$ cat src/rtl/core/hsps_pkg.sv
// hsps_pkg: widths, codes, types and reset values for the hid slot poll scheduler
// no dependencies; used by the channel interfaces and every module of the block

package hsps_pkg;

    localparam int NUM_SLOTS_DEF = 4;

    // field widths
    localparam int OP_W       = 3;
    localparam int ADDR_W     = 7;
    localparam int IFACE_W    = 4;
    localparam int PROTO_W    = 2;
    localparam int STATUS_W   = 2;
    localparam int OSLOT_W    = 2;
    localparam int DTYPE_W    = 3;
    localparam int MASK_W     = 4;
    localparam int TIMER_W    = 16;
    localparam int RATE_W     = 10;
    localparam int CAP_W      = 14;
    localparam int CFG_IDX_W  = 3;
    localparam int CFG_DATA_W = 14;

    // configuration register indexes
    localparam logic [CFG_IDX_W-1:0] CFG_TOUCH_RATE   = 3'd0;
    localparam logic [CFG_IDX_W-1:0] CFG_NORMAL_RATE  = 3'd1;
    localparam logic [CFG_IDX_W-1:0] CFG_TIMER_CAP    = 3'd2;
    localparam logic [CFG_IDX_W-1:0] CFG_STARTUP_BASE = 3'd3;
    localparam logic [CFG_IDX_W-1:0] CFG_STARTUP_STEP = 3'd4;

    // configuration reset values
    localparam logic [RATE_W-1:0] TOUCH_RATE_RST   = 10'd5;
    localparam logic [RATE_W-1:0] NORMAL_RATE_RST  = 10'd20;
    localparam logic [CAP_W-1:0]  TIMER_CAP_RST    = 14'd10000;
    localparam logic [RATE_W-1:0] STARTUP_BASE_RST = 10'd10;
    localparam logic [RATE_W-1:0] STARTUP_STEP_RST = 10'd500;

    // interface protocol codes at mount
    localparam logic [PROTO_W-1:0] PROTO_NONE  = 2'd0;
    localparam logic [PROTO_W-1:0] PROTO_KBD   = 2'd1;
    localparam logic [PROTO_W-1:0] PROTO_MOUSE = 2'd2;
    localparam logic [PROTO_W-1:0] PROTO_OTHER = 2'd3;

    typedef enum logic [OP_W-1:0] {
        OP_TICK    = 3'd0,
        OP_MOUNT   = 3'd1,
        OP_UNMOUNT = 3'd2,
        OP_REPORT  = 3'd3,
        OP_POLL    = 3'd4
    } t_op;

    typedef enum logic [STATUS_W-1:0] {
        ST_OK        = 2'd0,
        ST_NO_FREE   = 2'd1,
        ST_IGNORED   = 2'd2,
        ST_NOT_FOUND = 2'd3
    } t_status;

    typedef enum logic [DTYPE_W-1:0] {
        DT_NONE  = 3'd0,
        DT_KBD   = 3'd1,
        DT_MOUSE = 3'd2,
        DT_PAD   = 3'd3,
        DT_TOUCH = 3'd4
    } t_dev_type;

    typedef enum logic [2:0] {
        S_IDLE,
        S_SCAN,
        S_PICK,
        S_LOAD,
        S_DONE
    } t_state;

    // shared timer unit operations
    typedef enum logic [1:0] {
        TU_TICK,
        TU_DUE,
        TU_START
    } t_tu_op;

    typedef struct packed {
        logic [RATE_W-1:0] touch_rate;
        logic [RATE_W-1:0] normal_rate;
        logic [CAP_W-1:0]  timer_cap;
        logic [RATE_W-1:0] startup_base;
        logic [RATE_W-1:0] startup_step;
    } t_cfg;

    // slot table write controls from the sequencer
    typedef struct packed {
        logic load;      // mount: fill slot from latched word
        logic clr;       // unmount: clear slot, mark pending
        logic tmr_we;    // timer takes timer unit result
        logic pend_we;
        logic pend_val;
        logic led_we;    // first led push done
    } t_slot_wr;

endpackage

$ cat src/rtl/core/hsps_in_if.sv
// hsps_in_if: command word channel into the hid slot poll scheduler
// depends on hsps_pkg for field widths

interface hsps_in_if;
    import hsps_pkg::*;

    logic               valid;
    logic               ready;
    logic [OP_W-1:0]    op;
    logic [ADDR_W-1:0]  usb_addr;
    logic [IFACE_W-1:0] iface;
    logic [PROTO_W-1:0] protocol;
    logic               is_touch;
    logic               is_gamepad;
    logic [MASK_W-1:0]  accept_mask;

    modport source (
        output valid, op, usb_addr, iface, protocol, is_touch, is_gamepad, accept_mask,
        input  ready
    );

    modport sink (
        input  valid, op, usb_addr, iface, protocol, is_touch, is_gamepad, accept_mask,
        output ready
    );
endinterface

$ cat src/rtl/core/hsps_out_if.sv
// hsps_out_if: result word channel out of the hid slot poll scheduler
// depends on hsps_pkg for field widths

interface hsps_out_if;
    import hsps_pkg::*;

    logic                valid;
    logic                ready;
    logic [STATUS_W-1:0] status;
    logic [OSLOT_W-1:0]  slot;
    logic [DTYPE_W-1:0]  dev_type;
    logic [MASK_W-1:0]   request_mask;
    logic [MASK_W-1:0]   led_mask;

    modport source (
        output valid, status, slot, dev_type, request_mask, led_mask,
        input  ready
    );

    modport sink (
        input  valid, status, slot, dev_type, request_mask, led_mask,
        output ready
    );
endinterface

$ cat src/rtl/core/hid_slot_poll_scheduler.sv
// hid_slot_poll_scheduler: top level, slot table, sequencer and result register
// depends on hsps_pkg, hsps_in_if, hsps_out_if, hsps_timer_unit, hsps_slot_pick

// Usage
//   i_in carries one command word: tick, mount, unmount, report received or poll,
//   with device address, interface, protocol, touch/gamepad flags and accept mask.
//   o_res returns exactly one result word per command: status, slot, device type,
//   request mask and led mask. Both channels move a word when valid and ready are high.
//   i_cfg_we/i_cfg_idx/i_cfg_data write the five rate, cap and delay registers; write them
//   only while no command is in flight.
// Timing
//   i_in.ready is high only in idle, one command is worked on at a time.
//   Tick and poll walk all NUM_SLOTS slots through the one shared timer unit,
//   one slot per cycle. Unmount and report walk until the first matching slot,
//   or to the last slot if none matches. Mount goes through accept, pick and delay
//   product, slot load and result; a refused mount skips the slot load.
//   An unknown op code returns all zeros.
// Reset and stall
//   Synchronous reset clears every slot and loads the default register values.
//   The result word holds on o_res while o_res.ready is low, and no new
//   command is taken until it has gone.

module hid_slot_poll_scheduler #(
    parameter int NUM_SLOTS = hsps_pkg::NUM_SLOTS_DEF
) (
    input  logic                            i_clk,
    input  logic                            i_rst_n,
    input  logic                            i_cfg_we,
    input  logic [hsps_pkg::CFG_IDX_W-1:0]  i_cfg_idx,
    input  logic [hsps_pkg::CFG_DATA_W-1:0] i_cfg_data,
    hsps_in_if.sink                         i_in,
    hsps_out_if.source                      o_res
);
    import hsps_pkg::*;

    localparam int SLOT_W = $clog2(NUM_SLOTS);
    localparam int MUL_W  = SLOT_W + 1;
    localparam int PROD_W = RATE_W + MUL_W;

    // configuration registers
    t_cfg r_cfg;

    // slot table
    logic [NUM_SLOTS-1:0]       r_active;
    logic [NUM_SLOTS-1:0]       r_pending;
    logic [NUM_SLOTS-1:0]       r_leds;
    logic [ADDR_W-1:0]          r_slot_addr  [NUM_SLOTS];
    logic [IFACE_W-1:0]         r_slot_iface [NUM_SLOTS];
    t_dev_type                  r_slot_type  [NUM_SLOTS];
    logic signed [TIMER_W-1:0]  r_slot_timer [NUM_SLOTS];

    // sequencer
    t_state             r_state;
    t_state             n_state;
    logic [SLOT_W-1:0]  r_idx;

    // latched command word
    t_op                r_op;
    logic [ADDR_W-1:0]  r_addr_in;
    logic [IFACE_W-1:0] r_iface_in;
    logic [PROTO_W-1:0] r_proto;
    logic               r_touch;
    logic               r_pad;
    logic [MASK_W-1:0]  r_accept;

    // mount pick results
    logic [SLOT_W-1:0]  r_pslot;
    t_dev_type          r_ptype;
    logic [PROD_W-1:0]  r_prod;

    // result register
    t_status            r_status;
    logic [OSLOT_W-1:0] r_oslot;
    t_dev_type          r_otype;
    logic [MASK_W-1:0]  r_req;
    logic [MASK_W-1:0]  r_led;

    // datapath wires
    logic                      in_acc;
    logic                      last;
    logic                      match;
    logic                      is_find;
    logic                      due;
    logic                      acc_bit;
    logic [MASK_W-1:0]         bit_mask;
    logic signed [TIMER_W-1:0] rd_timer;
    t_dev_type                 rd_type;
    t_tu_op                    tu_op;
    logic signed [TIMER_W-1:0] tu_timer;
    logic                      tu_below;
    t_slot_wr                  wr;
    logic [SLOT_W-1:0]         pk_slot;
    t_dev_type                 pk_type;
    t_status                   pk_status;
    logic [MUL_W-1:0]          mul_k;

    assign in_acc   = i_in.valid && i_in.ready;
    assign last     = r_idx == SLOT_W'(NUM_SLOTS - 1);
    assign rd_timer = r_slot_timer[r_idx];
    assign rd_type  = r_slot_type[r_idx];
    assign is_find  = (r_op == OP_UNMOUNT) || (r_op == OP_REPORT);
    assign match    = r_active[r_idx] && (r_slot_addr[r_idx] == r_addr_in)
                      && (r_slot_iface[r_idx] == r_iface_in);
    // mask bit of the scanned slot, zero for slots past the 4-bit masks
    assign bit_mask = MASK_W'(1) << r_idx;
    assign acc_bit  = |(r_accept & bit_mask);
    assign due      = r_active[r_idx] && !r_pending[r_idx] && !tu_below;
    assign mul_k    = MUL_W'(pk_slot) + MUL_W'(2);

    hsps_timer_unit #(
        .NUM_SLOTS (NUM_SLOTS)
    ) u_tmr (
        .i_op    (tu_op),
        .i_timer (rd_timer),
        .i_type  (rd_type),
        .i_cfg   (r_cfg),
        .i_prod  (r_prod),
        .o_timer (tu_timer),
        .o_below (tu_below)
    );

    hsps_slot_pick #(
        .NUM_SLOTS (NUM_SLOTS)
    ) u_pick (
        .i_active (r_active),
        .i_proto  (r_proto),
        .i_touch  (r_touch),
        .i_pad    (r_pad),
        .o_slot   (pk_slot),
        .o_type   (pk_type),
        .o_status (pk_status)
    );

    // config writes
    always_ff @(posedge i_clk) begin
        if (!i_rst_n) begin
            r_cfg.touch_rate   <= TOUCH_RATE_RST;
            r_cfg.normal_rate  <= NORMAL_RATE_RST;
            r_cfg.timer_cap    <= TIMER_CAP_RST;
            r_cfg.startup_base <= STARTUP_BASE_RST;
            r_cfg.startup_step <= STARTUP_STEP_RST;
        end else if (i_cfg_we) begin
            unique case (i_cfg_idx)
                CFG_TOUCH_RATE:   r_cfg.touch_rate   <= i_cfg_data[RATE_W-1:0];
                CFG_NORMAL_RATE:  r_cfg.normal_rate  <= i_cfg_data[RATE_W-1:0];
                CFG_TIMER_CAP:    r_cfg.timer_cap    <= i_cfg_data[CAP_W-1:0];
                CFG_STARTUP_BASE: r_cfg.startup_base <= i_cfg_data[RATE_W-1:0];
                CFG_STARTUP_STEP: r_cfg.startup_step <= i_cfg_data[RATE_W-1:0];
                default: ;
            endcase
        end
    end

    // next state
    always_comb begin
        n_state = r_state;
        unique case (r_state)
            S_IDLE: begin
                if (i_in.valid) begin
                    unique case (t_op'(i_in.op))
                        OP_TICK, OP_POLL, OP_UNMOUNT, OP_REPORT: n_state = S_SCAN;
                        OP_MOUNT: n_state = S_PICK;
                        default:  n_state = S_DONE;
                    endcase
                end
            end
            S_SCAN: begin
                // lookups stop at the first matching slot
                if (last || (is_find && match)) begin
                    n_state = S_DONE;
                end
            end
            S_PICK: n_state = (pk_status == ST_OK) ? S_LOAD : S_DONE;
            S_LOAD: n_state = S_DONE;
            S_DONE: begin
                if (o_res.ready) begin
                    n_state = S_IDLE;
                end
            end
            default: n_state = S_IDLE;
        endcase
    end

    // sequencer outputs: timer unit op and slot table writes
    always_comb begin
        tu_op = TU_TICK;
        wr    = '0;
        unique case (r_state)
            S_SCAN: begin
                unique case (r_op)
                    OP_TICK: begin
                        tu_op     = TU_TICK;
                        wr.tmr_we = (rd_type != DT_NONE) && tu_below;
                    end
                    OP_POLL: begin
                        // refused request: timer restarts from zero
                        tu_op       = TU_DUE;
                        wr.pend_we  = due;
                        wr.pend_val = acc_bit;
                        wr.tmr_we   = due && !acc_bit;
                        wr.led_we   = due && (rd_type == DT_KBD) && !r_leds[r_idx];
                    end
                    OP_UNMOUNT: wr.clr = match;
                    OP_REPORT: begin
                        tu_op       = TU_DUE;
                        wr.pend_we  = match;
                        wr.pend_val = 1'b0;
                        wr.tmr_we   = match;
                    end
                    default: ;
                endcase
            end
            S_LOAD: begin
                tu_op   = TU_START;
                wr.load = 1'b1;
            end
            default: ;
        endcase
    end

    assign i_in.ready  = r_state == S_IDLE;
    assign o_res.valid = r_state == S_DONE;

    always_ff @(posedge i_clk) begin
        if (!i_rst_n) begin
            r_state <= S_IDLE;
        end else begin
            r_state <= n_state;
        end
    end

    // slot table
    always_ff @(posedge i_clk) begin
        if (!i_rst_n) begin
            r_active  <= '0;
            r_pending <= '0;
            r_leds    <= '0;
            for (int i = 0; i < NUM_SLOTS; i++) begin
                r_slot_addr[i]  <= '0;
                r_slot_iface[i] <= '0;
                r_slot_type[i]  <= DT_NONE;
                r_slot_timer[i] <= '0;
            end
        end else if (wr.load) begin
            r_active[r_pslot]     <= 1'b1;
            r_pending[r_pslot]    <= 1'b0;
            r_leds[r_pslot]       <= 1'b0;
            r_slot_addr[r_pslot]  <= r_addr_in;
            r_slot_iface[r_pslot] <= r_iface_in;
            r_slot_type[r_pslot]  <= r_ptype;
            r_slot_timer[r_pslot] <= tu_timer;
        end else if (wr.clr) begin
            // freed slot stays pending so it is never polled
            r_active[r_idx]     <= 1'b0;
            r_pending[r_idx]    <= 1'b1;
            r_leds[r_idx]       <= 1'b0;
            r_slot_addr[r_idx]  <= '0;
            r_slot_iface[r_idx] <= '0;
            r_slot_type[r_idx]  <= DT_NONE;
            r_slot_timer[r_idx] <= '0;
        end else begin
            if (wr.tmr_we) begin
                r_slot_timer[r_idx] <= tu_timer;
            end
            if (wr.pend_we) begin
                r_pending[r_idx] <= wr.pend_val;
            end
            if (wr.led_we) begin
                r_leds[r_idx] <= 1'b1;
            end
        end
    end

    // command latch, scan index, pick results and result word
    always_ff @(posedge i_clk) begin
        if (in_acc) begin
            r_op       <= t_op'(i_in.op);
            r_addr_in  <= i_in.usb_addr;
            r_iface_in <= i_in.iface;
            r_proto    <= i_in.protocol;
            r_touch    <= i_in.is_touch;
            r_pad      <= i_in.is_gamepad;
            r_accept   <= i_in.accept_mask;
            r_idx      <= '0;
            r_status   <= ST_OK;
            r_oslot    <= '0;
            r_otype    <= DT_NONE;
            r_req      <= '0;
            r_led      <= '0;
        end else if (r_state == S_SCAN) begin
            r_idx <= r_idx + SLOT_W'(1);
            if (r_op == OP_POLL) begin
                if (wr.pend_we && wr.pend_val) begin
                    r_req <= r_req | bit_mask;
                end
                if (wr.led_we) begin
                    r_led <= r_led | bit_mask;
                end
            end else if (is_find) begin
                if (match) begin
                    r_oslot <= r_idx[OSLOT_W-1:0];
                    r_otype <= rd_type;
                end else if (last) begin
                    r_status <= ST_NOT_FOUND;
                end
            end
        end else if (r_state == S_PICK) begin
            r_status <= pk_status;
            r_pslot  <= pk_slot;
            r_ptype  <= pk_type;
            // start-up delay product, (slot + 2) * step
            r_prod   <= PROD_W'(mul_k) * PROD_W'(r_cfg.startup_step);
            if (pk_status == ST_OK) begin
                r_oslot <= pk_slot[OSLOT_W-1:0];
                r_otype <= pk_type;
            end
        end
    end

    assign o_res.status       = r_status;
    assign o_res.slot         = r_oslot;
    assign o_res.dev_type     = r_otype;
    assign o_res.request_mask = r_req;
    assign o_res.led_mask     = r_led;
endmodule

$ cat src/rtl/core/hsps_timer_unit.sv
// hsps_timer_unit: shared add/compare unit for slot timers (tick, due check, start-up load)
// depends on hsps_pkg

module hsps_timer_unit #(
    parameter int NUM_SLOTS = hsps_pkg::NUM_SLOTS_DEF,
    localparam int PROD_W = hsps_pkg::RATE_W + $clog2(NUM_SLOTS) + 1
) (
    input  hsps_pkg::t_tu_op                    i_op,
    input  logic signed [hsps_pkg::TIMER_W-1:0] i_timer,
    input  hsps_pkg::t_dev_type                 i_type,
    input  hsps_pkg::t_cfg                      i_cfg,
    input  logic [PROD_W-1:0]                   i_prod,
    output logic signed [hsps_pkg::TIMER_W-1:0] o_timer,
    output logic                                o_below
);
    import hsps_pkg::*;

    localparam int SUM_W = TIMER_W + 1;

    logic [TIMER_W-1:0] lim;
    logic [SUM_W-1:0]   add_a;
    logic [SUM_W-1:0]   add_b;
    logic [SUM_W-1:0]   sum;
    logic [SUM_W-1:0]   neg;

    // limit: cap while ticking, report rate otherwise
    always_comb begin
        if (i_op == TU_TICK) begin
            lim = TIMER_W'(i_cfg.timer_cap);
        end else if (i_type == DT_TOUCH) begin
            lim = TIMER_W'(i_cfg.touch_rate);
        end else begin
            lim = TIMER_W'(i_cfg.normal_rate);
        end
    end

    assign o_below = i_timer < $signed(lim);

    always_comb begin
        if (i_op == TU_START) begin
            add_a = SUM_W'(i_cfg.startup_base);
            add_b = SUM_W'(i_prod);
        end else begin
            add_a = {i_timer[TIMER_W-1], i_timer};
            add_b = SUM_W'(1);
        end
    end

    assign sum = add_a + add_b;
    assign neg = -sum;

    always_comb begin
        unique case (i_op)
            TU_TICK:  o_timer = o_below ? $signed(sum[TIMER_W-1:0]) : i_timer;
            TU_START: o_timer = $signed(neg[TIMER_W-1:0]);
            default:  o_timer = '0;
        endcase
    end
endmodule

$ cat src/rtl/core/hsps_slot_pick.sv
// hsps_slot_pick: slot allocation and device typing for a mount
// depends on hsps_pkg

module hsps_slot_pick #(
    parameter int NUM_SLOTS = hsps_pkg::NUM_SLOTS_DEF,
    localparam int SLOT_W = $clog2(NUM_SLOTS)
) (
    input  logic [NUM_SLOTS-1:0]         i_active,
    input  logic [hsps_pkg::PROTO_W-1:0] i_proto,
    input  logic                         i_touch,
    input  logic                         i_pad,
    output logic [SLOT_W-1:0]            o_slot,
    output hsps_pkg::t_dev_type          o_type,
    output hsps_pkg::t_status            o_status
);
    import hsps_pkg::*;

    logic [SLOT_W-1:0] hi_slot;
    logic              hi_found;
    logic [SLOT_W-1:0] pref;

    // highest free slot
    always_comb begin
        hi_slot  = '0;
        hi_found = 1'b0;
        for (int i = 0; i < NUM_SLOTS; i++) begin
            if (!i_active[i]) begin
                hi_slot  = SLOT_W'(i);
                hi_found = 1'b1;
            end
        end
    end

    // preferred slot by protocol, else the highest free one
    always_comb begin
        priority if (i_proto == PROTO_KBD && !i_active[0]) begin
            pref = SLOT_W'(0);
        end else if (i_proto == PROTO_MOUSE && !i_active[1]) begin
            pref = SLOT_W'(1);
        end else if (i_proto == PROTO_NONE && !i_active[2]) begin
            pref = SLOT_W'(2);
        end else if (i_proto == PROTO_NONE && !i_active[3]) begin
            pref = SLOT_W'(3);
        end else begin
            pref = hi_slot;
        end
    end

    always_comb begin
        o_slot   = pref;
        o_type   = DT_PAD;
        o_status = ST_OK;
        if (!hi_found) begin
            o_status = ST_NO_FREE;
        end else begin
            unique case (i_proto)
                PROTO_KBD:   o_type = DT_KBD;
                PROTO_MOUSE: o_type = DT_MOUSE;
                PROTO_OTHER: o_type = DT_PAD;
                default: begin
                    if (i_touch) begin
                        o_type = DT_TOUCH;
                        // touch panels prefer the last fixed slot
                        if (!i_active[3]) begin
                            o_slot = SLOT_W'(3);
                        end
                    end else if (!i_pad) begin
                        o_status = ST_IGNORED;
                    end
                end
            endcase
        end
    end
endmodule

$ cat src/flat_wrapper.sv
// flat-port wrapper written by rule: the top's interface ports become plain ports
module hid_slot_poll_scheduler_flat import hsps_pkg::*;
#(
    parameter int NUM_SLOTS = hsps_pkg::NUM_SLOTS_DEF
)
  (i_clk, i_rst_n, i_cfg_we, i_cfg_idx, i_cfg_data, i_in_valid, i_in_op, i_in_usb_addr, i_in_iface, i_in_protocol, i_in_is_touch, i_in_is_gamepad, i_in_accept_mask, i_in_ready, o_res_valid, o_res_status, o_res_slot, o_res_dev_type, o_res_request_mask, o_res_led_mask, o_res_ready);
  hsps_in_if i_in_i ();
  hsps_out_if o_res_i ();
  input  logic i_clk;
  input  logic i_rst_n;
  input  logic i_cfg_we;
  input  logic [hsps_pkg::CFG_IDX_W-1:0] i_cfg_idx;
  input  logic [hsps_pkg::CFG_DATA_W-1:0] i_cfg_data;
  input wire logic [$bits(i_in_i.valid)-1:0] i_in_valid;
  input wire logic [$bits(i_in_i.op)-1:0] i_in_op;
  input wire logic [$bits(i_in_i.usb_addr)-1:0] i_in_usb_addr;
  input wire logic [$bits(i_in_i.iface)-1:0] i_in_iface;
  input wire logic [$bits(i_in_i.protocol)-1:0] i_in_protocol;
  input wire logic [$bits(i_in_i.is_touch)-1:0] i_in_is_touch;
  input wire logic [$bits(i_in_i.is_gamepad)-1:0] i_in_is_gamepad;
  input wire logic [$bits(i_in_i.accept_mask)-1:0] i_in_accept_mask;
  output wire logic [$bits(i_in_i.ready)-1:0] i_in_ready;
  output wire logic [$bits(o_res_i.valid)-1:0] o_res_valid;
  output wire logic [$bits(o_res_i.status)-1:0] o_res_status;
  output wire logic [$bits(o_res_i.slot)-1:0] o_res_slot;
  output wire logic [$bits(o_res_i.dev_type)-1:0] o_res_dev_type;
  output wire logic [$bits(o_res_i.request_mask)-1:0] o_res_request_mask;
  output wire logic [$bits(o_res_i.led_mask)-1:0] o_res_led_mask;
  input wire logic [$bits(o_res_i.ready)-1:0] o_res_ready;
  assign i_in_i.valid = i_in_valid;
  assign i_in_i.op = i_in_op;
  assign i_in_i.usb_addr = i_in_usb_addr;
  assign i_in_i.iface = i_in_iface;
  assign i_in_i.protocol = i_in_protocol;
  assign i_in_i.is_touch = i_in_is_touch;
  assign i_in_i.is_gamepad = i_in_is_gamepad;
  assign i_in_i.accept_mask = i_in_accept_mask;
  assign i_in_ready = i_in_i.ready;
  assign o_res_valid = o_res_i.valid;
  assign o_res_status = o_res_i.status;
  assign o_res_slot = o_res_i.slot;
  assign o_res_dev_type = o_res_i.dev_type;
  assign o_res_request_mask = o_res_i.request_mask;
  assign o_res_led_mask = o_res_i.led_mask;
  assign o_res_i.ready = o_res_ready;
  hid_slot_poll_scheduler #(.NUM_SLOTS(NUM_SLOTS)) u_core (.i_clk(i_clk), .i_rst_n(i_rst_n), .i_cfg_we(i_cfg_we), .i_cfg_idx(i_cfg_idx), .i_cfg_data(i_cfg_data), .i_in(i_in_i), .o_res(o_res_i));
endmodule
$ cat config.mk
export PLATFORM = sky130hd
export DESIGN_NAME = hid_slot_poll_scheduler_flat
export DESIGN_NICKNAME = d
export VERILOG_FILES = /design/src/rtl/core/hsps_pkg.sv /design/src/rtl/core/hsps_in_if.sv /design/src/rtl/core/hsps_out_if.sv /design/src/rtl/core/hid_slot_poll_scheduler.sv /design/src/rtl/core/hsps_timer_unit.sv /design/src/rtl/core/hsps_slot_pick.sv /design/src/flat_wrapper.sv
export SDC_FILE = /design/constraint.sdc
export NUM_CORES = 1
export LEC_CHECK = 0
export BUFFER_PORTS_ARGS = -buffer_cell sky130_fd_sc_hd__buf_2
export CAP_MARGIN = 30
export CORE_UTILIZATION = 30
export CTS_BUF_LIST = sky130_fd_sc_hd__clkbuf_8
export DETAILED_ROUTE_END_ITERATION = 10
export GPL_TIMING_DRIVEN = 0
export PLACE_DENSITY_LB_ADDON = 0.15
export SYNTH_ARGS = -nofsm -noshare
export SYNTH_HDL_FRONTEND = slang
export SYNTH_SLANG_ARGS = --single-unit
$ cat constraint.sdc
create_clock -name i_clk -period 9.6 [get_ports i_clk]
set_clock_uncertainty 0.05 [all_clocks]
set_input_delay 0.48 -clock i_clk [delete_from_list [all_inputs] [get_ports i_clk]]
set_output_delay 0.48 -clock i_clk [all_outputs]
set_load 0.05 [all_outputs]
======== After elaboration in Yosys (flattened, before gate mapping) ========
Memories as Yosys holds them, arrays and structs flattened. A register that Yosys moved wholly into a read port is not among the register bits.
Index checks and enable logic that the tools add are counted.
operators by class
  add/subtract/negate cells ............... 4
  multiplexer cells ....................... 125
  multiply operators ...................... 1
  eq/ne operators ......................... 32
  bitwise logic cells ..................... 15
  magnitude comparators ................... 5
  reductions and logical operators ........ 63
  shifts and indexed selects .............. 1
operator list
  operator                                       count
  two-way mux 2 bit                              42
  two-way mux 16 bit                             5
  two-way mux 3 bit                              14
  two-way mux 4 bit                              10
  two-way mux 1 bit                              35
  case mux 16 bit (2 select lines)               1
  OR reduction 16 bit                            2
  == test 3 x 2 -> 1 bit, second input constant  8
  AND 4 bit                                      5
  bitwise OR 4 bit                               5
  logical AND 1 bit                              17
  adder 16 x 13 -> 16 bit                        1
  < comparator 16 x 15 -> 1 bit                  1
  negation 16 bit                                1
  OR reduction 4 bit                             4
  == test 3 bit, second input constant           5
  case mux 3 bit (5 select lines)                1
  two-way mux 14 bit                             1
  two-way mux 7 bit                              2
  OR reduction 7 bit                             2
  multiplier 3 x 10 -> 13 bit                    1
  two-way mux 13 bit                             1
  == test 3 x 1 -> 1 bit, second input constant  4
  zero test 3 bit                                4
  other kinds (33)                               74
storage, ports and cells
  output and inout bits ................... 17
  word-level logic and storage cells ...... 275
  bits in writable memories ............... 120
  flip-flop bits (word level) ............. 126
  memories kept ........................... 4
  input bits .............................. 44
memories
  name                 depth  bits a word  rd ports  clocked after Yosys merged registers in  write ports  RTL line                       RTL
  u_core.r_slot_timer  4      16           1         1                                        4            hid_slot_poll_scheduler.sv:50  logic signed [TIMER_W-1:0] r_slot_timer [NUM_SLOTS];
  u_core.r_slot_addr   4      7            1         1                                        4            hid_slot_poll_scheduler.sv:47  logic [ADDR_W-1:0] r_slot_addr [NUM_SLOTS];
  u_core.r_slot_iface  4      4            1         1                                        4            hid_slot_poll_scheduler.sv:48  logic [IFACE_W-1:0] r_slot_iface [NUM_SLOTS];
  u_core.r_slot_type   4      3            1         1                                        4            hid_slot_poll_scheduler.sv:49  t_dev_type r_slot_type [NUM_SLOTS];

======== Depth between registers and ports, before layout ========
  depth after elaboration ................. 21
  depth in mapped cells ................... 20
  mapped depth without buffers ............ 18

======== Hierarchy ========
Synthesis repeated with hierarchy kept, for this count alone.
unflattened totals
  cells, all modules ...................... 1268
  area, all modules ....................... 13287.7 um^2
by module, submodules not included
  module                   cells an instance  area each (um^2)  sequential area each (um^2)  times used
  hid_slot_poll_scheduler  967                11150.7           6566.3                       1
  hsps_timer_unit          282                2013.2            0.0                          1
  hsps_slot_pick           19                 123.9             0.0                          1

======== Least setup slack after synthesis ========
OpenSTA, ideal clock, no wires.
  path type ............................... reg-to-reg
  start point ............................. register (tool-made name)
  end point ............................... memory u_core.r_slot_timer[0][13], data pin
  period minus slack after synthesis ...... 4.902 ns
  setup slack ............................. 4.698 ns
  data required time ...................... 9.285 ns
  data arrival time ....................... 4.586 ns
  cell stages (with the launch flop) ...... 18
  setup time .............................. 0.265 ns
  buffers on the path ..................... 4
  cells stage by stage .................... dfxtp_1 buf_2 buf_2 buf_2 mux4_2 nand2_1 nand2_1 ha_1 clkbuf_1 a21oi_1 nand2b_1 nand2_1 o32ai_1 nand4_1 or3_1 a32o_1 o31ai_2 nor2_1
RTL lines
  what              RTL line
  end: declaration  hid_slot_poll_scheduler.sv:50

==> results by group <==
Synthesis
  – Synth warn: 0
  – Avg Cell Area, Syn: 10.1 um2
  – Synth cell types: 74
  – Post-synth EDFFs: 160
  – Cell taking the most area after synthesis: edfxtp_1
  – Cell count after synthesis: 1301
  – Sequential share of the synthesized area: 50.0%
  – Post-synthesis register bit count: 248
  – Post-synth top flop: edfxtp_1
  – Synth top area share: 36.6%
  – Top cells by area, synth: edfxtp_1, dfxtp_1, nand2_1, mux4_2, nor2_1
  – Asr flop ratio synth: 0%
  – Post-Syn Area: 13100 um2
  – Post-synth net total: 1395

CTS
  – Post-CTS Setup Inserts: 0
  – Worst-path clk slew: 0.06 ns
  – Root buffer cell: clkbuf_8
  – Clock latency on the worst-skew pair: 0.65 ns
  – TritonCTS clock tree: done
  – CTS H-tree lvls: 2
  – Post_cts resized: 0
  – CTS Buf Count: 44
  – Clock Sink Count: 248
  – Clock Tree Buf Depth: 3

STA
  – TNS Setup: 0 ns
  – Final setup margin: 3.08 ns
  – Final Max Tran Viols: 0
  – Period minus WS final: 6.52 ns
  – Fin crit share: 68.0%
  – Hold Vio Cnt, Final: 0
  – RSZ-0062 raised after global routing: no
  – Slew @ Worst Pin: 0.913 ns
  – # setup viols final: 0
  – Max Clock Freq: 153 MHz
  – Relative slew slack: 39.0%

Power and ir drop
  – Power Total: 2.78 mW
  – Leak: 5.91 nW
  – Peak VDD IR: 0.0000947 V
  – PwrDens: 183 nW/um2

Worst setup path
  – Crit path launch type: flop
  – Crit-path cells: buf_2 -> buf_1 -> clkbuf_1 -> mux4_2 -> ha_1 -> a2111oi_0 -> o21ai_0 -> o2111ai_1 -> and2_1 -> buf_4 -> mux2i_4 -> nor3_1 -> o21ai_2 -> buf_6 -> nand2_1
  – CP max stage cell: clkbuf_1
  – Crit end category: flop
  – Crit path max fanout: 16
  – Crit-path max cell delay: 0.61 ns
  – R2r endpoint: u_core.r_slot_timer[1][2]
  – Critical Path RT: 9.67 ns
  – Critical path buffer and inverter count: 5
  – Critical path's top delay family: buffers and inverters
  – Flop2flop setup slack: 3.08 ns
  – Crit path DAT: 6.59 ns
  – Critical path depth: 15
  – R2R cell count: 15
  – CP Class: flop to flop

Placement
  – Port bufs: 59
  – Setup WS pre-CTS: 2.98 ns
  – DP HPWL: 27.0 mm
  – GPL Wtd Cong: 0.862
  – DP Area: 14200 um2

Floorplanning
  – Initial core utilization: 30.5%
  – Ports: 61
  – Core Footprint: 43100 um2
  – Die height: 211 um
  – Chip Width: 211 um
  – Die ar.: 44600 um2
  – FP Rows: 76

Drt
  – Vias per std cell: 4.92
  – Initial DRC count: 690
  – Antenna Nets Post-Route: 0
  – Via Count: 10064
  – DR DRC count: 0
  – First-pass iteration count of the detailed router: 5
  – WL final: 37.8 mm
  – WL per Instance: 18.5 um

Final layout
  – Final net count: 1524
  – Final core utilization: 35.4%
  – Ant. Diodes: 0
  – Fraction of layout cells with a size suffix above 1: 13.1%
  – Design area: 15200 um2
  – Area grow syn2layout: 16.1%

Min path
  – Hold Path Class: input port to flop
  – Hold path endpoint: u_core.r_op[2]
  – Hold Crit Start: i_in_op[2]
  – Hold Path Depth: 1

Global route
  – Vias in the first global route: 10130
  – Gr ovfl total: 0
  – First-pass GRT wire length: 58.3 mm
  – Largest net degree at the start of global routing: 32
  – Initial antenna violation count: 1
  – GR Util All Layers: 17.3%

Status
  – Status: complete, no violations

Job
  – Maxcap violations: 0
## synth_stat cells (7+ instances only)
library cell,instances
a31oi_1,8
nand2b_1,9
nor2_1,166
mux2i_1,28
a21oi_1,53
mux4_2,31
mux2_2,11
a211oi_1,12
a21o_1,12
xnor2_1,24
nor3_1,9
and3_1,14
o21ai_0,38
nand2_1,212
nand3_1,43
xor2_1,10
clkbuf_1,52
nor2b_1,24
nand4_1,10
and2_1,10
buf_2,9
inv_1,65
dfxtp_1,88
nor4_1,7
a21boi_0,46
ha_1,47
edfxtp_1,160
## worst reg2reg max path: stages, from the launching register on
cell and delay (ns):
dfxtp_1 0.48, buf_2 0.38, buf_1 0.61, clkbuf_1 0.61, mux4_2 0.50, ha_1 0.34
a2111oi_0 0.38, o21ai_0 0.15, o2111ai_1 0.49, and2_1 0.21, buf_4 0.13, mux2i_4 0.33
nor3_1 0.13, o21ai_2 0.47, buf_6 0.23, nand2_1 0.55
## where the power goes
part | total (mW) | switching, mW | internal [mW]
clock | 0.948 | 0.465 | 0.483
combinational | 0.619 | 0.378 | 0.240
sequential | 1.22 | 0.0276 | 1.19
total | 2.78 | 0.871 | 1.91
## stage by stage
stage | hold WS [ns] | std cells
6_report | 0.0511 | 2046
5_1_grt | 0.0384 | 2046
4_1_cts | 0.00795 | 2046
3_5_place_dp | 0.404 | 1949
3_3_place_gp | 0.398 | 1945
2_1_floorplan | 0.383 | 1301
## state kept, by name, indices dropped and copies added, names as in the netlist, 3 cells and up, named ones only
register	cells
u_core.o_res.dev_type	3
u_core.o_res.led_mask	4
u_core.o_res.request_mask	4
u_core.r_accept	4
u_core.r_active	4
u_core.r_addr_in	7
u_core.r_cfg	54
u_core.r_iface_in	4
u_core.r_op	3
u_core.r_pending	4
u_core.r_prod	13
u_core.r_ptype	3
u_core.r_slot_addr	28
u_core.r_slot_iface	16
u_core.r_slot_timer	64
u_core.r_slot_type	12
u_core.r_state	3
## logic make-up after synthesis
| kind of cell | synth area share (%) |
|---|---|
| fa+ha+maj | 4.94 |
| mux | 8.57 |
| simple gates | 17.9 |
| xor+xnor | 2.27 |
| buf+inv | 4.15 |
| flops | 50.0 |
| compound gates | 12.1 |
## worst max path at each step
stage,startpoint,endpoint,slack [ns]
2_1_floorplan,flop,u_core.r_slot_timer[0][13],4.70
3_3_place_gp,u_core.r_op[2],u_core.r_slot_timer[1][2],2.88
3_5_place_dp,flop,u_core.r_slot_timer[1][2],2.98
4_1_cts,flop,u_core.r_slot_timer[1][6],2.95
5_1_grt,flop,u_core.r_slot_timer[1][2],2.65
6_report,flop,u_core.r_slot_timer[1][2],3.08
## cell usage in the layout (no fill, tap or decap), types with 6 or more instances in the layout
master / count
a211oi_1: 12
a21boi_0: 45
a21o_1: 12
a21oi_1: 53
a31oi_1: 8
and2_1: 10
and3_1: 14
buf_2: 68
clkbuf_1: 51
clkbuf_8: 47
clkinv_1: 9
dfxtp_1: 88
dlygate4sd3_1: 20
edfxtp_1: 160
ha_1: 47
inv_1: 81
mux2_2: 11
mux2i_1: 28
mux4_2: 31
nand2_1: 212
nand2b_1: 9
nand3_1: 43
nand4_1: 10
nor2_1: 166
nor2b_1: 24
nor3_1: 9
nor4_1: 7
o21ai_0: 38
o22ai_1: 6
or3_1: 6
xnor2_1: 24
xor2_1: 10
## final cells by class
class	count	area, um2
multi-input cells	918	6030
repair buffers	83	544
clock inverters	30	176
flip-flops and latches	248	6570
plain buffers	70	302
fillers	4438	27800
inverters	65	244
well taps	585	732
clock buffers	47	647
## what timing repair did
action,4_1_cts,5_1_grt
setup endpoints to repair,0,0
endpoints found under the hold margin,20,0
hold buffers,20,0
## metal layers
metal  GRT usage (%)  routed length, um
met4            6.92               1080
met3            2.77               1480
met2            27.8              17600
met5               0                  0
met1            23.3              17700
Note: power is estimated with default switching activity, not from simulation.
